## src/hdl/button_qualifier_auto_repeat_assert.svh

```systemverilog
// Assertion helpers for the button qualifier block.
// All checks are sampled on clk and held off while rst_n is low.
`ifndef BUTTON_QUALIFIER_AUTO_REPEAT_ASSERT_SVH
`define BUTTON_QUALIFIER_AUTO_REPEAT_ASSERT_SVH

// cond must hold whenever trig holds
`define BQAR_ASSERT_IMPLIES(label, trig, cond) \
    label: assert property (@(posedge clk) disable iff (!rst_n) (trig) |-> (cond)) \
        else $error("bqar check failed");

// bad must never hold
`define BQAR_ASSERT_NEVER(label, bad) \
    label: assert property (@(posedge clk) disable iff (!rst_n) !(bad)) \
        else $error("bqar check failed");

`endif

```

## src/hdl/bqar_pkg.sv

```systemverilog
package bqar_pkg;

    localparam int TIME_BITS_DEF  = 32;
    localparam int NOW_BITS       = 32;
    localparam int DIR_BITS       = 4;
    localparam int EDGE_BITS      = 4;
    localparam int CFG_IDX_BITS   = 2;
    localparam int CFG_DATA_BITS  = 16;

    localparam logic [CFG_DATA_BITS-1:0] INITIAL_DELAY_RST = 16'd250;
    localparam logic [CFG_DATA_BITS-1:0] REPEAT_PERIOD_RST = 16'd100;

    typedef logic [DIR_BITS-1:0]      dir_t;
    typedef logic [NOW_BITS-1:0]      now_t;
    typedef logic [CFG_DATA_BITS-1:0] cfg_data_t;

    typedef enum logic [CFG_IDX_BITS-1:0] {
        REG_INITIAL_DELAY = 2'd0,
        REG_REPEAT_PERIOD = 2'd1
    } cfg_reg_t;

    typedef enum logic [2:0] {
        DIR_NONE  = 3'd0,
        DIR_UP    = 3'd1,
        DIR_DOWN  = 3'd2,
        DIR_LEFT  = 3'd3,
        DIR_RIGHT = 3'd4
    } dir_code_t;

    // code of direction bit i
    localparam dir_code_t DIR_CODE [DIR_BITS] = '{DIR_UP, DIR_DOWN, DIR_LEFT, DIR_RIGHT};

    typedef struct packed {
        logic action_done;
        logic mark_done;
        logic holding_action;
        logic holding_mark;
        logic action_cancelled;
        logic mark_cancelled;
    } gesture_t;

    typedef struct packed {
        dir_t dir_keys;
        logic action_key;
        logic mark_key;
        logic confirm_key;
        logic hypo_key;
        logic pointer_key;
        logic music_key;
        now_t now_ms;
    } sample_t;

endpackage

```

## src/hdl/bqar_if.sv

```systemverilog
interface bqar_sample_if;
    import bqar_pkg::*;

    logic valid;
    logic ready;
    dir_t dir_keys;
    logic action_key;
    logic mark_key;
    logic confirm_key;
    logic hypo_key;
    logic pointer_key;
    logic music_key;
    now_t now_ms;

    modport source (
        output valid, dir_keys, action_key, mark_key, confirm_key, hypo_key,
               pointer_key, music_key, now_ms,
        input  ready
    );
    modport sink (
        input  valid, dir_keys, action_key, mark_key, confirm_key, hypo_key,
               pointer_key, music_key, now_ms,
        output ready
    );
endinterface

interface bqar_result_if;
    import bqar_pkg::*;

    logic valid;
    logic ready;
    dir_t dir_pulse;
    logic action_done;
    logic mark_done;
    logic holding_action;
    logic holding_mark;
    logic action_cancelled;
    logic mark_cancelled;
    logic confirm_pulse;
    logic hypo_pulse;
    logic pointer_pulse;
    logic music_pulse;

    modport source (
        output valid, dir_pulse, action_done, mark_done, holding_action, holding_mark,
               action_cancelled, mark_cancelled, confirm_pulse, hypo_pulse,
               pointer_pulse, music_pulse,
        input  ready
    );
    modport sink (
        input  valid, dir_pulse, action_done, mark_done, holding_action, holding_mark,
               action_cancelled, mark_cancelled, confirm_pulse, hypo_pulse,
               pointer_pulse, music_pulse,
        output ready
    );
endinterface

```

## src/hdl/button_qualifier_auto_repeat.sv

```systemverilog
// Button qualifier with typematic auto-repeat. Feed one sample of the button
// levels plus a free-running millisecond count per transfer on "sample"; each
// sample yields exactly one result on "result". One sample can be taken
// every clock cycle while the output is not stalled: the sample register and
// the result register form a two-stage pipeline, and the
// whole update (one wrapping time subtract and compare, the four-direction
// scan, the action/mark hold machine and the edge detectors) sits between
// them, with state written back as each sample moves to the result register.
// Directions: a fresh press pulses at once and becomes current; the current
// direction pulses again once held longer than initial_delay_ms, then every
// time more than repeat_period_ms has passed. Register 0 is the initial
// delay, register 1 the repeat period; other indexes are ignored. Write
// configuration only while the pipeline is empty.
`include "button_qualifier_auto_repeat_assert.svh"

module button_qualifier_auto_repeat #(
    parameter int TIME_BITS = bqar_pkg::TIME_BITS_DEF
) (
    input  logic                                  clk,
    input  logic                                  rst_n,
    bqar_sample_if.sink                           sample,
    bqar_result_if.source                         result,
    input  logic                                  cfg_we,
    input  logic [bqar_pkg::CFG_IDX_BITS-1:0]     cfg_index,
    input  bqar_pkg::cfg_data_t                   cfg_data
);
    import bqar_pkg::*;

    // configuration
    cfg_data_t delay_reg;
    cfg_data_t period_reg;

    // stage 1: captured sample
    sample_t s1_reg;
    logic    s1_valid_reg;

    // stage 2: result register
    logic     out_valid_reg;
    dir_t     dir_pulse_reg;
    gesture_t gesture_reg;
    logic [EDGE_BITS-1:0] edge_pulse_reg;

    logic     adv;       // stage 1 moves to the result register, state commits
    logic     load;      // input transfer
    dir_t     dir_pulse_w;
    gesture_t gesture_w;
    logic [EDGE_BITS-1:0] edge_pulse_w;
    logic [EDGE_BITS-1:0] edge_levels;

    assign adv          = s1_valid_reg && (!out_valid_reg || result.ready);
    assign sample.ready = !s1_valid_reg || adv;
    assign load         = sample.valid && sample.ready;

    always_ff @(posedge clk or negedge rst_n)
    begin
        if (!rst_n)
        begin
            delay_reg  <= INITIAL_DELAY_RST;
            period_reg <= REPEAT_PERIOD_RST;
        end
        else if (cfg_we)
        begin
            case (cfg_index)
                REG_INITIAL_DELAY: delay_reg  <= cfg_data;
                REG_REPEAT_PERIOD: period_reg <= cfg_data;
                default:           ;
            endcase
        end
    end

    always_ff @(posedge clk or negedge rst_n)
    begin
        if (!rst_n)
        begin
            s1_valid_reg  <= 1'b0;
            out_valid_reg <= 1'b0;
        end
        else
        begin
            if (load)
            begin
                s1_valid_reg <= 1'b1;
            end
            else if (adv)
            begin
                s1_valid_reg <= 1'b0;
            end
            if (adv)
            begin
                out_valid_reg <= 1'b1;
            end
            else if (result.ready)
            begin
                out_valid_reg <= 1'b0;
            end
        end
    end

    // payload registers, no reset
    always_ff @(posedge clk)
    begin
        if (load)
        begin
            s1_reg.dir_keys    <= sample.dir_keys;
            s1_reg.action_key  <= sample.action_key;
            s1_reg.mark_key    <= sample.mark_key;
            s1_reg.confirm_key <= sample.confirm_key;
            s1_reg.hypo_key    <= sample.hypo_key;
            s1_reg.pointer_key <= sample.pointer_key;
            s1_reg.music_key   <= sample.music_key;
            s1_reg.now_ms      <= sample.now_ms;
        end
        if (adv)
        begin
            dir_pulse_reg  <= dir_pulse_w;
            gesture_reg    <= gesture_w;
            edge_pulse_reg <= edge_pulse_w;
        end
    end

    bqar_dir #(
        .TIME_BITS (TIME_BITS)
    ) u_dir (
        .clk              (clk),
        .rst_n            (rst_n),
        .adv              (adv),
        .dir_keys         (s1_reg.dir_keys),
        .now_ms           (s1_reg.now_ms),
        .initial_delay_ms (delay_reg),
        .repeat_period_ms (period_reg),
        .dir_pulse        (dir_pulse_w)
    );

    bqar_gesture u_gesture (
        .clk        (clk),
        .rst_n      (rst_n),
        .adv        (adv),
        .action_key (s1_reg.action_key),
        .mark_key   (s1_reg.mark_key),
        .status     (gesture_w)
    );

    assign edge_levels = {s1_reg.music_key, s1_reg.pointer_key,
                          s1_reg.hypo_key, s1_reg.confirm_key};

    bqar_edge u_edge (
        .clk    (clk),
        .rst_n  (rst_n),
        .adv    (adv),
        .levels (edge_levels),
        .pulses (edge_pulse_w)
    );

    assign result.valid            = out_valid_reg;
    assign result.dir_pulse        = dir_pulse_reg;
    assign result.action_done      = gesture_reg.action_done;
    assign result.mark_done        = gesture_reg.mark_done;
    assign result.holding_action   = gesture_reg.holding_action;
    assign result.holding_mark     = gesture_reg.holding_mark;
    assign result.action_cancelled = gesture_reg.action_cancelled;
    assign result.mark_cancelled   = gesture_reg.mark_cancelled;
    assign result.confirm_pulse    = edge_pulse_reg[0];
    assign result.hypo_pulse       = edge_pulse_reg[1];
    assign result.pointer_pulse    = edge_pulse_reg[2];
    assign result.music_pulse      = edge_pulse_reg[3];

    // the shared lock keeps the two holds exclusive
    `BQAR_ASSERT_NEVER(a_hold_exclusive,
        out_valid_reg && gesture_reg.holding_action && gesture_reg.holding_mark)
    // a release pulse leaves its hold cleared
    `BQAR_ASSERT_IMPLIES(a_action_done_clears,
        out_valid_reg && gesture_reg.action_done, !gesture_reg.holding_action)
    `BQAR_ASSERT_IMPLIES(a_mark_done_clears,
        out_valid_reg && gesture_reg.mark_done, !gesture_reg.holding_mark)
    // a full pipeline with a stalled output takes no new sample
    `BQAR_ASSERT_IMPLIES(a_full_stall,
        s1_valid_reg && out_valid_reg && !result.ready, !sample.ready)
endmodule

```

## src/hdl/bqar_dir.sv

```systemverilog
module bqar_dir #(
    parameter int TIME_BITS = bqar_pkg::TIME_BITS_DEF
) (
    input  logic                clk,
    input  logic                rst_n,
    input  logic                adv,
    input  bqar_pkg::dir_t      dir_keys,
    input  bqar_pkg::now_t      now_ms,
    input  bqar_pkg::cfg_data_t initial_delay_ms,
    input  bqar_pkg::cfg_data_t repeat_period_ms,
    output bqar_pkg::dir_t      dir_pulse
);
    import bqar_pkg::*;

    dir_t                 seen_reg, seen_next;
    dir_code_t            cur_reg, cur_next;
    logic                 rep_reg, rep_next;
    logic [TIME_BITS-1:0] mark_reg, mark_next;

    logic [TIME_BITS-1:0] now_t_w;
    logic [TIME_BITS-1:0] diff;
    logic [TIME_BITS-1:0] lim;
    logic                 fire;

    // one wrapping subtract and compare against the entry state; only the
    // entry current direction can reach the repeat check
    assign now_t_w = TIME_BITS'(now_ms);
    assign diff    = now_t_w - mark_reg;
    assign lim     = rep_reg ? TIME_BITS'(repeat_period_ms) : TIME_BITS'(initial_delay_ms);
    assign fire    = diff > lim;

    always_comb
    begin
        seen_next = seen_reg;
        cur_next  = cur_reg;
        rep_next  = rep_reg;
        mark_next = mark_reg;
        dir_pulse = '0;
        for (int i = 0; i < DIR_BITS; i++)
        begin
            if (dir_keys[i])
            begin
                if (!seen_next[i])
                begin
                    dir_pulse[i] = 1'b1;
                    seen_next[i] = 1'b1;
                    cur_next     = DIR_CODE[i];
                    rep_next     = 1'b0;
                    mark_next    = now_t_w;
                end
                else if (cur_next == DIR_CODE[i] && fire)
                begin
                    dir_pulse[i] = 1'b1;
                    rep_next     = 1'b1;
                    mark_next    = now_t_w;
                end
            end
            else
            begin
                seen_next[i] = 1'b0;
            end
        end
    end

    always_ff @(posedge clk or negedge rst_n)
    begin
        if (!rst_n)
        begin
            seen_reg <= '0;
            cur_reg  <= DIR_NONE;
            rep_reg  <= 1'b0;
            mark_reg <= '0;
        end
        else if (adv)
        begin
            seen_reg <= seen_next;
            cur_reg  <= cur_next;
            rep_reg  <= rep_next;
            mark_reg <= mark_next;
        end
    end
endmodule

```

## src/hdl/bqar_gesture.sv

```systemverilog
module bqar_gesture (
    input  logic               clk,
    input  logic               rst_n,
    input  logic               adv,
    input  logic               action_key,
    input  logic               mark_key,
    output bqar_pkg::gesture_t status
);
    import bqar_pkg::*;

    logic ahold_reg, ahold_next;
    logic mhold_reg, mhold_next;
    logic acan_reg, acan_next;
    logic mcan_reg, mcan_next;
    logic lock_reg, lock_next;
    logic adone, mdone;

    // checks run in order, each sees the previous one
    always_comb
    begin
        ahold_next = ahold_reg;
        mhold_next = mhold_reg;
        acan_next  = acan_reg;
        mcan_next  = mcan_reg;
        lock_next  = lock_reg;
        adone      = 1'b0;
        mdone      = 1'b0;
        if (action_key && !ahold_next && !mhold_next && !lock_next)
        begin
            ahold_next = 1'b1;
            lock_next  = 1'b1;
        end
        if (!action_key && ahold_next)
        begin
            ahold_next = 1'b0;
            adone      = 1'b1;
            lock_next  = 1'b0;
        end
        if (mark_key && !ahold_next && !mhold_next && !lock_next)
        begin
            mhold_next = 1'b1;
            lock_next  = 1'b1;
        end
        if (!mark_key && mhold_next)
        begin
            mhold_next = 1'b0;
            mdone      = 1'b1;
            lock_next  = 1'b0;
        end
        if (mark_key && ahold_next && !mhold_next)
        begin
            ahold_next = 1'b0;
            acan_next  = 1'b1;
            lock_next  = 1'b1;
        end
        if (!mark_key && !action_key && acan_next)
        begin
            acan_next = 1'b0;
            lock_next = 1'b0;
        end
        if (action_key && !ahold_next && mhold_next)
        begin
            mhold_next = 1'b0;
            mcan_next  = 1'b1;
            lock_next  = 1'b1;
        end
        if (!mark_key && !action_key && mcan_next)
        begin
            mcan_next = 1'b0;
            lock_next = 1'b0;
        end
    end

    assign status.action_done      = adone;
    assign status.mark_done        = mdone;
    assign status.holding_action   = ahold_next;
    assign status.holding_mark     = mhold_next;
    assign status.action_cancelled = acan_next;
    assign status.mark_cancelled   = mcan_next;

    always_ff @(posedge clk or negedge rst_n)
    begin
        if (!rst_n)
        begin
            ahold_reg <= 1'b0;
            mhold_reg <= 1'b0;
            acan_reg  <= 1'b0;
            mcan_reg  <= 1'b0;
            lock_reg  <= 1'b0;
        end
        else if (adv)
        begin
            ahold_reg <= ahold_next;
            mhold_reg <= mhold_next;
            acan_reg  <= acan_next;
            mcan_reg  <= mcan_next;
            lock_reg  <= lock_next;
        end
    end
endmodule

```

## src/hdl/bqar_edge.sv

```systemverilog
module bqar_edge (
    input  logic                               clk,
    input  logic                               rst_n,
    input  logic                               adv,
    input  logic [bqar_pkg::EDGE_BITS-1:0]     levels,
    output logic [bqar_pkg::EDGE_BITS-1:0]     pulses
);
    import bqar_pkg::*;

    // bit0 confirm, bit1 hypo, bit2 pointer, bit3 music
    logic [EDGE_BITS-1:0] locks_reg;

    assign pulses = levels & ~locks_reg;

    always_ff @(posedge clk or negedge rst_n)
    begin
        if (!rst_n)
        begin
            locks_reg <= '0;
        end
        else if (adv)
        begin
            locks_reg <= levels;
        end
    end
endmodule

```

## src/flat_wrapper.sv

```systemverilog
// flat-port wrapper written by rule: the top's interface ports become plain ports
module button_qualifier_auto_repeat_flat import bqar_pkg::*;
#(
    parameter int TIME_BITS = bqar_pkg::TIME_BITS_DEF
)
  (clk, rst_n, cfg_we, cfg_index, cfg_data, sample_valid, sample_dir_keys, sample_action_key, sample_mark_key, sample_confirm_key, sample_hypo_key, sample_pointer_key, sample_music_key, sample_now_ms, sample_ready, result_valid, result_dir_pulse, result_action_done, result_mark_done, result_holding_action, result_holding_mark, result_action_cancelled, result_mark_cancelled, result_confirm_pulse, result_hypo_pulse, result_pointer_pulse, result_music_pulse, result_ready);
  bqar_sample_if sample_i ();
  bqar_result_if result_i ();
  input  logic clk;
  input  logic rst_n;
  input  logic cfg_we;
  input  logic [bqar_pkg::CFG_IDX_BITS-1:0] cfg_index;
  input  bqar_pkg::cfg_data_t cfg_data;
  input wire logic [$bits(sample_i.valid)-1:0] sample_valid;
  input wire logic [$bits(sample_i.dir_keys)-1:0] sample_dir_keys;
  input wire logic [$bits(sample_i.action_key)-1:0] sample_action_key;
  input wire logic [$bits(sample_i.mark_key)-1:0] sample_mark_key;
  input wire logic [$bits(sample_i.confirm_key)-1:0] sample_confirm_key;
  input wire logic [$bits(sample_i.hypo_key)-1:0] sample_hypo_key;
  input wire logic [$bits(sample_i.pointer_key)-1:0] sample_pointer_key;
  input wire logic [$bits(sample_i.music_key)-1:0] sample_music_key;
  input wire logic [$bits(sample_i.now_ms)-1:0] sample_now_ms;
  output wire logic [$bits(sample_i.ready)-1:0] sample_ready;
  output wire logic [$bits(result_i.valid)-1:0] result_valid;
  output wire logic [$bits(result_i.dir_pulse)-1:0] result_dir_pulse;
  output wire logic [$bits(result_i.action_done)-1:0] result_action_done;
  output wire logic [$bits(result_i.mark_done)-1:0] result_mark_done;
  output wire logic [$bits(result_i.holding_action)-1:0] result_holding_action;
  output wire logic [$bits(result_i.holding_mark)-1:0] result_holding_mark;
  output wire logic [$bits(result_i.action_cancelled)-1:0] result_action_cancelled;
  output wire logic [$bits(result_i.mark_cancelled)-1:0] result_mark_cancelled;
  output wire logic [$bits(result_i.confirm_pulse)-1:0] result_confirm_pulse;
  output wire logic [$bits(result_i.hypo_pulse)-1:0] result_hypo_pulse;
  output wire logic [$bits(result_i.pointer_pulse)-1:0] result_pointer_pulse;
  output wire logic [$bits(result_i.music_pulse)-1:0] result_music_pulse;
  input wire logic [$bits(result_i.ready)-1:0] result_ready;
  assign sample_i.valid = sample_valid;
  assign sample_i.dir_keys = sample_dir_keys;
  assign sample_i.action_key = sample_action_key;
  assign sample_i.mark_key = sample_mark_key;
  assign sample_i.confirm_key = sample_confirm_key;
  assign sample_i.hypo_key = sample_hypo_key;
  assign sample_i.pointer_key = sample_pointer_key;
  assign sample_i.music_key = sample_music_key;
  assign sample_i.now_ms = sample_now_ms;
  assign sample_ready = sample_i.ready;
  assign result_valid = result_i.valid;
  assign result_dir_pulse = result_i.dir_pulse;
  assign result_action_done = result_i.action_done;
  assign result_mark_done = result_i.mark_done;
  assign result_holding_action = result_i.holding_action;
  assign result_holding_mark = result_i.holding_mark;
  assign result_action_cancelled = result_i.action_cancelled;
  assign result_mark_cancelled = result_i.mark_cancelled;
  assign result_confirm_pulse = result_i.confirm_pulse;
  assign result_hypo_pulse = result_i.hypo_pulse;
  assign result_pointer_pulse = result_i.pointer_pulse;
  assign result_music_pulse = result_i.music_pulse;
  assign result_i.ready = result_ready;
  button_qualifier_auto_repeat #(.TIME_BITS(TIME_BITS)) u_core (.clk(clk), .rst_n(rst_n), .sample(sample_i), .result(result_i), .cfg_we(cfg_we), .cfg_index(cfg_index), .cfg_data(cfg_data));
endmodule
```

## config.mk

```make
export PLATFORM = sky130hd
export DESIGN_NAME = button_qualifier_auto_repeat_flat
export DESIGN_NICKNAME = d
export VERILOG_FILES = /design/src/hdl/bqar_pkg.sv /design/src/hdl/bqar_if.sv /design/src/hdl/button_qualifier_auto_repeat.sv /design/src/hdl/bqar_dir.sv /design/src/hdl/bqar_gesture.sv /design/src/hdl/bqar_edge.sv /design/src/flat_wrapper.sv
export VERILOG_INCLUDE_DIRS = /design/src /design/src/hdl
export SDC_FILE = /design/constraint.sdc
export NUM_CORES = 1
export LEC_CHECK = 0
export BUFFER_PORTS_ARGS = -buffer_cell sky130_fd_sc_hd__buf_2
export CORE_UTILIZATION = 60
export DETAILED_ROUTE_END_ITERATION = 10
export HOLD_SLACK_MARGIN = 0.1
export PLACE_DENSITY = 0.9
export SYNTH_ARGS = -nofsm -noshare
export SYNTH_HDL_FRONTEND = slang
export SYNTH_SLANG_ARGS = --single-unit
```

## constraint.sdc

```tcl
create_clock -name clk -period 6 [get_ports clk]
set_input_delay 1.2 -clock clk [delete_from_list [all_inputs] [get_ports clk]]
set_output_delay 1.2 -clock clk [all_outputs]
set_load 0.05 [all_outputs]
```

==> results.sh, run 1 <==
export IMPL_grt_pass1_vias=7077
export IMPL_drv_slew=0
export IMPL_post_cts_resized=0
export IMPL_finish_utilization=0.696
export IMPL_clk_path_buf_depth=2
export IMPL_die_y_um=121
export IMPL_numCtsBuffers=17
export IMPL_final_common_cell="nand2_1"
export IMPL_routed_via_density=6.45
export IMPL_place_gp_congestion=0.958
export IMPL_outcome="completed"
export IMPL_io_pins=81
export IMPL_start_kind="flip-flop"
export IMPL_ir_drop_mv=0.239
export IMPL_yosysWarnings=0
export IMPL_ys_seq_area_frac=0.441
export IMPL_p_int_w=0.00258
export IMPL_whs_path_depth=2
export IMPL_drt_iter0_drc=724
export IMPL_synthCells=855
export IMPL_hold_violations=0
export IMPL_sequentialPowerShare=0.310
export IMPL_ctsHoldBuffers=0
export IMPL_synthTopCellsByArea="dfrtp_1, edfxtp_1, ha_1, nand2_1, mux2_2"
export IMPL_power_density_nw_per_um2=445
export IMPL_slew_headroom=0.284
export IMPL_post_route_min_period_ns=5.52
export IMPL_grt_max_degree=72
export IMPL_synth_area_sq_um=8550
export IMPL_die_area_sq_um=14700
export IMPL_layout_common_cells="nand2_1, buf_2, dfrtp_1"
export IMPL_wire_per_inst_um=19.1
export IMPL_end_kind="flip-flop"
export IMPL_clock_sinks=139
export IMPL_arrival_ns=5.69
export IMPL_power_frac_clock=0.246
export IMPL_cap_violations=0
export IMPL_num_vias=7229
export IMPL_crit_required_ns=6.17
export IMPL_crit_fanout=33
export IMPL_critical_path_class="flip-flop to flip-flop"
export IMPL_dp_hpwl_mm=14.5
export IMPL_yosysUniqueCellTypes=73
export IMPL_fin_skew_ns=0.00893
export IMPL_antenna_found_initial=0
export IMPL_grt_use_total=0.311
export IMPL_grt_pass1_wl_mm=35.0
export IMPL_final_net_count=1041
export IMPL_synth_edf_count=56
export IMPL_drt_total_wl_mm=21.4
export IMPL_worstRegToRegCells=19
export IMPL_fillCellCount=976
export IMPL_synthFlopType="dfrtp_1"
export IMPL_fp_row_count=43
export IMPL_cts_root_buf="clkbuf_16"
export IMPL_syn2layout_area_growth_pct=13.0
export IMPL_cts_setup_buffers=0
export IMPL_cellLeakagePower_nw=4.04
export IMPL_clkSlewWorstSetupHoldPaths_ns=0.06
export IMPL_yosysTopAreaCellShare=0.217
export IMPL_coreArea_sq_um=13900
export IMPL_p_comb_frac=0.444
export IMPL_power_share_switching=0.399
export IMPL_drc=0
export IMPL_io_buffers=80
export IMPL_postRouteAntennaNets=0
export IMPL_drt_pass1_iter_count=6
export IMPL_cts_max_level=4
export IMPL_initial_core_util=0.616
export IMPL_cts_tree="yes"
export IMPL_layout_worst_path_cycle_share=0.920
export IMPL_async_reset_ff_frac=0.597
export IMPL_clk_latency_ns=0.44
export IMPL_ys_ff_latch=139
export IMPL_overflow=0
export IMPL_p_switching_w=0.00172
export IMPL_worst_pin_slew_ns=1.07
export IMPL_rsz0062_at_grt="false"
export IMPL_yosysTopAreaCell="dfrtp_1"
export IMPL_hold_class="flip-flop to flip-flop"
export IMPL_max_freq_mhz=181
export IMPL_fp_dieW_um=121
export IMPL_syn_num_nets=968
export IMPL_syn_avg_cell_area_sq_um=10.0
export IMPL_whs_ns=0.470
export IMPL_tns_ns=0
export IMPL_largest_reg_flops=38
export IMPL_setup_viol=0
export IMPL_n_antenna_cell=0
export IMPL_drive_above_1_share=0.224
[per-stage QoR]
step	power [W]	setup slack, ns	instance area, sq um	std cells
2_1_floorplan	0.00274	1.24	8550	855
3_3_place_gp	0.00311	0.768	9070	1089
3_5_place_dp	0.00317	0.582	9070	1089
4_1_cts	0.00427	0.544	9660	1121
5_1_grt	0.00456	0.112	9660	1121
6_report	0.00430	0.482	9660	1121
[per-layer routing]
metal	global-route usage	up-vias	wire, um
met5	0	-	0
met4	0.149	0	717
met3	0.0771	80	1790
met2	0.505	418	10400
met1	0.386	3404	8510
li1	-	3327	-
[final cells by class]
| type | count | area [sq um] | area share |
|---|---|---|---|
| Multi-Input combinational cell | 640 | 4450 | 0.461 |
| Timing Repair Buffer | 88 | 463 | 0.0479 |
| Inverter | 42 | 158 | 0.0163 |
| Clock inverter | 12 | 138 | 0.0142 |
| Tap cell | 180 | 225 | 0.0233 |
| Sequential cell | 139 | 3770 | 0.390 |
| Clock buffer | 20 | 457 | 0.0473 |
[cell usage after synthesis, types with 10 or more instances]
| cell type | n |
|---|---|
| dfrtp_1 | 74 |
| inv_1 | 41 |
| nand2_1 | 113 |
| nor3_1 | 10 |
| nand3_1 | 41 |
| edfxtp_1 | 56 |
| nor2b_1 | 13 |
| nand4_1 | 13 |
| a21oi_1 | 45 |
| o21ai_1 | 25 |
| xnor2_1 | 14 |
| o21ai_0 | 28 |
| mux2i_1 | 15 |
| mux2_2 | 34 |
| ha_1 | 47 |
| a221o_1 | 31 |
| clkbuf_1 | 21 |
| nor2_1 | 41 |
| o21ai_2 | 22 |
| nand2b_1 | 13 |
[cell families (layout without fill, tap and decap cells)]
family                     after synthesis  after routing  synth area share
and+or+nand+nor                        294            294             0.172
AOI/OAI and AO/OA                      229            229             0.192
DFF                                    139            139             0.441
buffers and inverters                   76            162            0.0417
muxes                                   49             49            0.0623
adders and majority gates               48             48            0.0711
xor gates and xnor gates                20             20            0.0205
[worst paths after layout]
check | from | end | slack, ns
setup reg to reg | u_core.s1_reg[3] | u_core.result.dir_pulse[3] | 0.48
max in group asynchronous | rst_n | u_core.u_dir.mark_reg[23] | 4.22
min in group asynchronous | rst_n | u_core.period_reg[10] | 0.59
hold / removal | u_core.edge_levels[1] | u_core.u_edge.locks_reg[1] | 0.47
hold reg to reg | u_core.edge_levels[1] | u_core.u_edge.locks_reg[1] | 0.47
setup / recovery | u_core.s1_reg[3] | u_core.result.dir_pulse[3] | 0.48
[power groups by stage]
stage	logic (W)	clock network, W	registers, W
2_1_floorplan	0.00141	0	0.00133
3_3_place_gp	0.00178	0	0.00132
3_5_place_dp	0.00184	0	0.00134
4_1_cts	0.00187	0.00107	0.00133
5_1_grt	0.00211	0.00110	0.00135
6_report	0.00191	0.00106	0.00133
[critical path, stage by stage (launching register included)]
cell      delay, ns
edfxtp_1       0.42
ha_1           0.36
and2_1         0.21
a221oi_2       0.37
a21oi_1        0.14
a211oi_2       0.41
nor2_1         0.09
nor2_1         0.14
xnor2_1        0.15
ha_1           0.27
nand4_1        0.16
nor2_1         0.07
a221o_1        0.30
a211oi_1       0.19
o21ai_0        0.12
or4b_2         0.69
nor4_4         0.26
buf_4          0.51
and2_1         0.27
o31ai_1        0.10
(Power assumes the default switching activity.)
==> run 2, diff against run 1 <==
CAP_MARGIN = 30   (was unset)
CORE_UTILIZATION = 54   (was 60)
PLACE_DENSITY = 0.86   (was 0.9)
clock period = 4.45 ns   (was 6 ns; I/O delays follow)
==> run 2 against run 1 <==
The run now ends with negative setup slack left. Critical endpoint is now u_core.u_dir.mark_reg[22]. Total power rose by 53%. Highest routed layer unchanged. Routed wire length rose by 23%. Combinational power rose by 68%. Final area rose by 9.2%. Global-route usage fell by 0.56 points. Setup slack got worse by 1.0 ns. Maximum frequency rose by 11%. Die area rose by 11%. Largest power group unchanged. Via count rose by 9.8%.
==> results.sh, run 2 (same netlist as run 1, synthesis figures left out) <==
export IMPL_cts_max_level=4
export IMPL_overflow=0
export IMPL_dp_hpwl_mm=15.8
export IMPL_timing_final_ws_setup_ns=-0.527
export IMPL_die_y_um=128
export IMPL_clk_path_buf_depth=2
export IMPL_drt_total_wl_mm=26.3
export IMPL_clock_sinks=139
export IMPL_violations="negative setup slack"
export IMPL_initial_core_util=0.558
export IMPL_design_area_sq_um=10500
export IMPL_drt_pass1_iter_count=9
export IMPL_setup_viol=37
export IMPL_drc=0
export IMPL_highest_layer="met4"
export IMPL_arrival_ns=5.34
export IMPL_final_cells=1223
export IMPL_postRouteAntennaNets=0
export IMPL_io_buffers=80
export IMPL_wl_met1_mm=9.87
export IMPL_critical_path_class="flip-flop to flip-flop"
export IMPL_antenna_found_initial=0
export IMPL_hold_class="flip-flop to flip-flop"
export IMPL_drt_iter0_drc=867
export IMPL_postPlaceCellArea_sq_um=9550
export IMPL_grt_pass1_vias=7636
export IMPL_power_share_switching=0.404
export IMPL_ir_drop_mv=0.350
export IMPL_coreArea_sq_um=15300
export IMPL_clkSlewWorstSetupHoldPaths_ns=0.06
export IMPL_layout_worst_path_cycle_share=1.12
export IMPL_max_freq_mhz=201
export IMPL_power_frac_clock=0.238
export IMPL_wire_per_inst_um=21.5
export IMPL_drive_above_1_share=0.304
export IMPL_place_inst=1169
export IMPL_fin_skew_ns=0.0104
export IMPL_met3_length_mm=2.26
export IMPL_cts_root_buf="clkbuf_16"
export IMPL_wl_met2_mm=12.5
export IMPL_ctsHoldBuffers=0
export IMPL_power_density_nw_per_um2=624
export IMPL_die_area_sq_um=16300
export IMPL_worst_pin_slew_ns=0.940
export IMPL_outcome="finished, violations left"
export IMPL_rsz0062_at_grt="true"
export IMPL_layout_common_cells="nand2_1, buf_2, dfrtp_1"
export IMPL_syn2layout_area_growth_pct=23.3
export IMPL_final_common_cell="nand2_1"
export IMPL_grt_max_degree=67
export IMPL_clk_latency_ns=0.44
export IMPL_tns_ns=-15.83
export IMPL_io_pins=81
export IMPL_fp_row_count=45
export IMPL_n_antenna_cell=0
export IMPL_post_route_min_period_ns=4.98
export IMPL_p_comb_frac=0.488
export IMPL_p_int_w=0.00392
export IMPL_end_kind="flip-flop"
export IMPL_whs_path_depth=2
export IMPL_sequentialPowerShare=0.274
export IMPL_hold_violations=0
export IMPL_cellLeakagePower_nw=4.47
export IMPL_power_total_w=0.00658
export IMPL_drv_slew=0
export IMPL_cts_tree="yes"
export IMPL_crit_required_ns=4.81
export IMPL_fp_dieW_um=128
export IMPL_cap_violations=0
export IMPL_num_vias=7936
export IMPL_routed_via_density=6.49
export IMPL_place_ws_ns=-0.437
export IMPL_worstRegToRegCells=20
export IMPL_p_switching_w=0.00266
export IMPL_place_gp_congestion=0.912
export IMPL_grt_use_total=0.305
export IMPL_final_net_count=1112
export IMPL_start_kind="flip-flop"
export IMPL_slew_headroom=0.372
export IMPL_crit_fanout=6
export IMPL_numCtsBuffers=17
export IMPL_largest_reg_flops=38
export IMPL_grt_pass1_wl_mm=38.3
export IMPL_r2r_slack_ns=-0.53
==> run 2: cell count changes in the layout (fill, tap and decap cells not counted), sizes merged <==
cell	before	now
buf	88	159
clkinv	4	3
clkbuf	20	26
clkinvlp	2	0
inv	46	43
==> run 2: cell type report <==
class | count | area, sq um
timing repair buffer | 159 | 1080
multi-input combinational | 640 | 4620
clock inverter | 6 | 92.6
fill | 1041 | 4770
sequential | 139 | 3770
clock buffer | 26 | 564
inverter | 42 | 158
tap | 211 | 264
==> run 2: metal layers <==
layer | vias to the layer above | global-route usage
met2 | 503 | 0.499
met1 | 3806 | 0.373
met4 | 0 | 0.178
met3 | 165 | 0.0659
met5 | - | 0
li1 | 3462 | -
==> run 2: metrics by stage <==
step,hold slack [ns],utilization
global placement,0.438,0.623
detailed placement,0.450,0.623
CTS,0.462,0.674
global route,0.488,0.689
floorplan,0.432,-
finish,0.458,0.689
==> run 2: final timing paths <==
kind | endpoint | from
max | u_core.u_dir.mark_reg[22] | u_core.s1_reg[4]
min | u_core.u_edge.locks_reg[0] | u_core.edge_levels[0]
max reg2reg | u_core.u_dir.mark_reg[22] | u_core.s1_reg[4]
min reg2reg | u_core.u_edge.locks_reg[0] | u_core.edge_levels[0]
max in group asynchronous | u_core.delay_reg[1] | rst_n
min in group asynchronous | u_core.period_reg[9] | rst_n
==> run 2: timing repair <==
action                                  CTS  global route
endpoints found under the setup margin   37            37
cloned                                    1             2
buffers inserted                          6            15
resized for setup                        21            32
pin swaps                                19            32
==> run 2: power groups by stage <==
stage | combinational [W] | sequential (W) | clock, W
2_1_floorplan | 0.00193 | 0.00179 | 0
4_1_cts | 0.00287 | 0.00178 | 0.00156
5_1_grt | 0.00343 | 0.00182 | 0.00162
3_5_place_dp | 0.00272 | 0.00179 | 0
3_3_place_gp | 0.00262 | 0.00178 | 0
6_report | 0.00321 | 0.00180 | 0.00157
==> run 2: worst max-delay path: stages, from the launching register on <==
cell	delay [ns]
edfxtp_1	0.46
ha_4	0.33
and2_4	0.15
o211ai_1	0.16
buf_4	0.20
buf_4	0.14
a21oi_1	0.26
nor2_1	0.11
xnor2_1	0.16
ha_1	0.33
nand4_1	0.20
buf_4	0.20
nor4_1	0.49
o21ai_2	0.13
a2111oi_2	0.22
nand4b_1	0.13
or4b_4	0.56
nor3_4	0.16
buf_4	0.16
buf_6	0.15
a221o_1	0.18
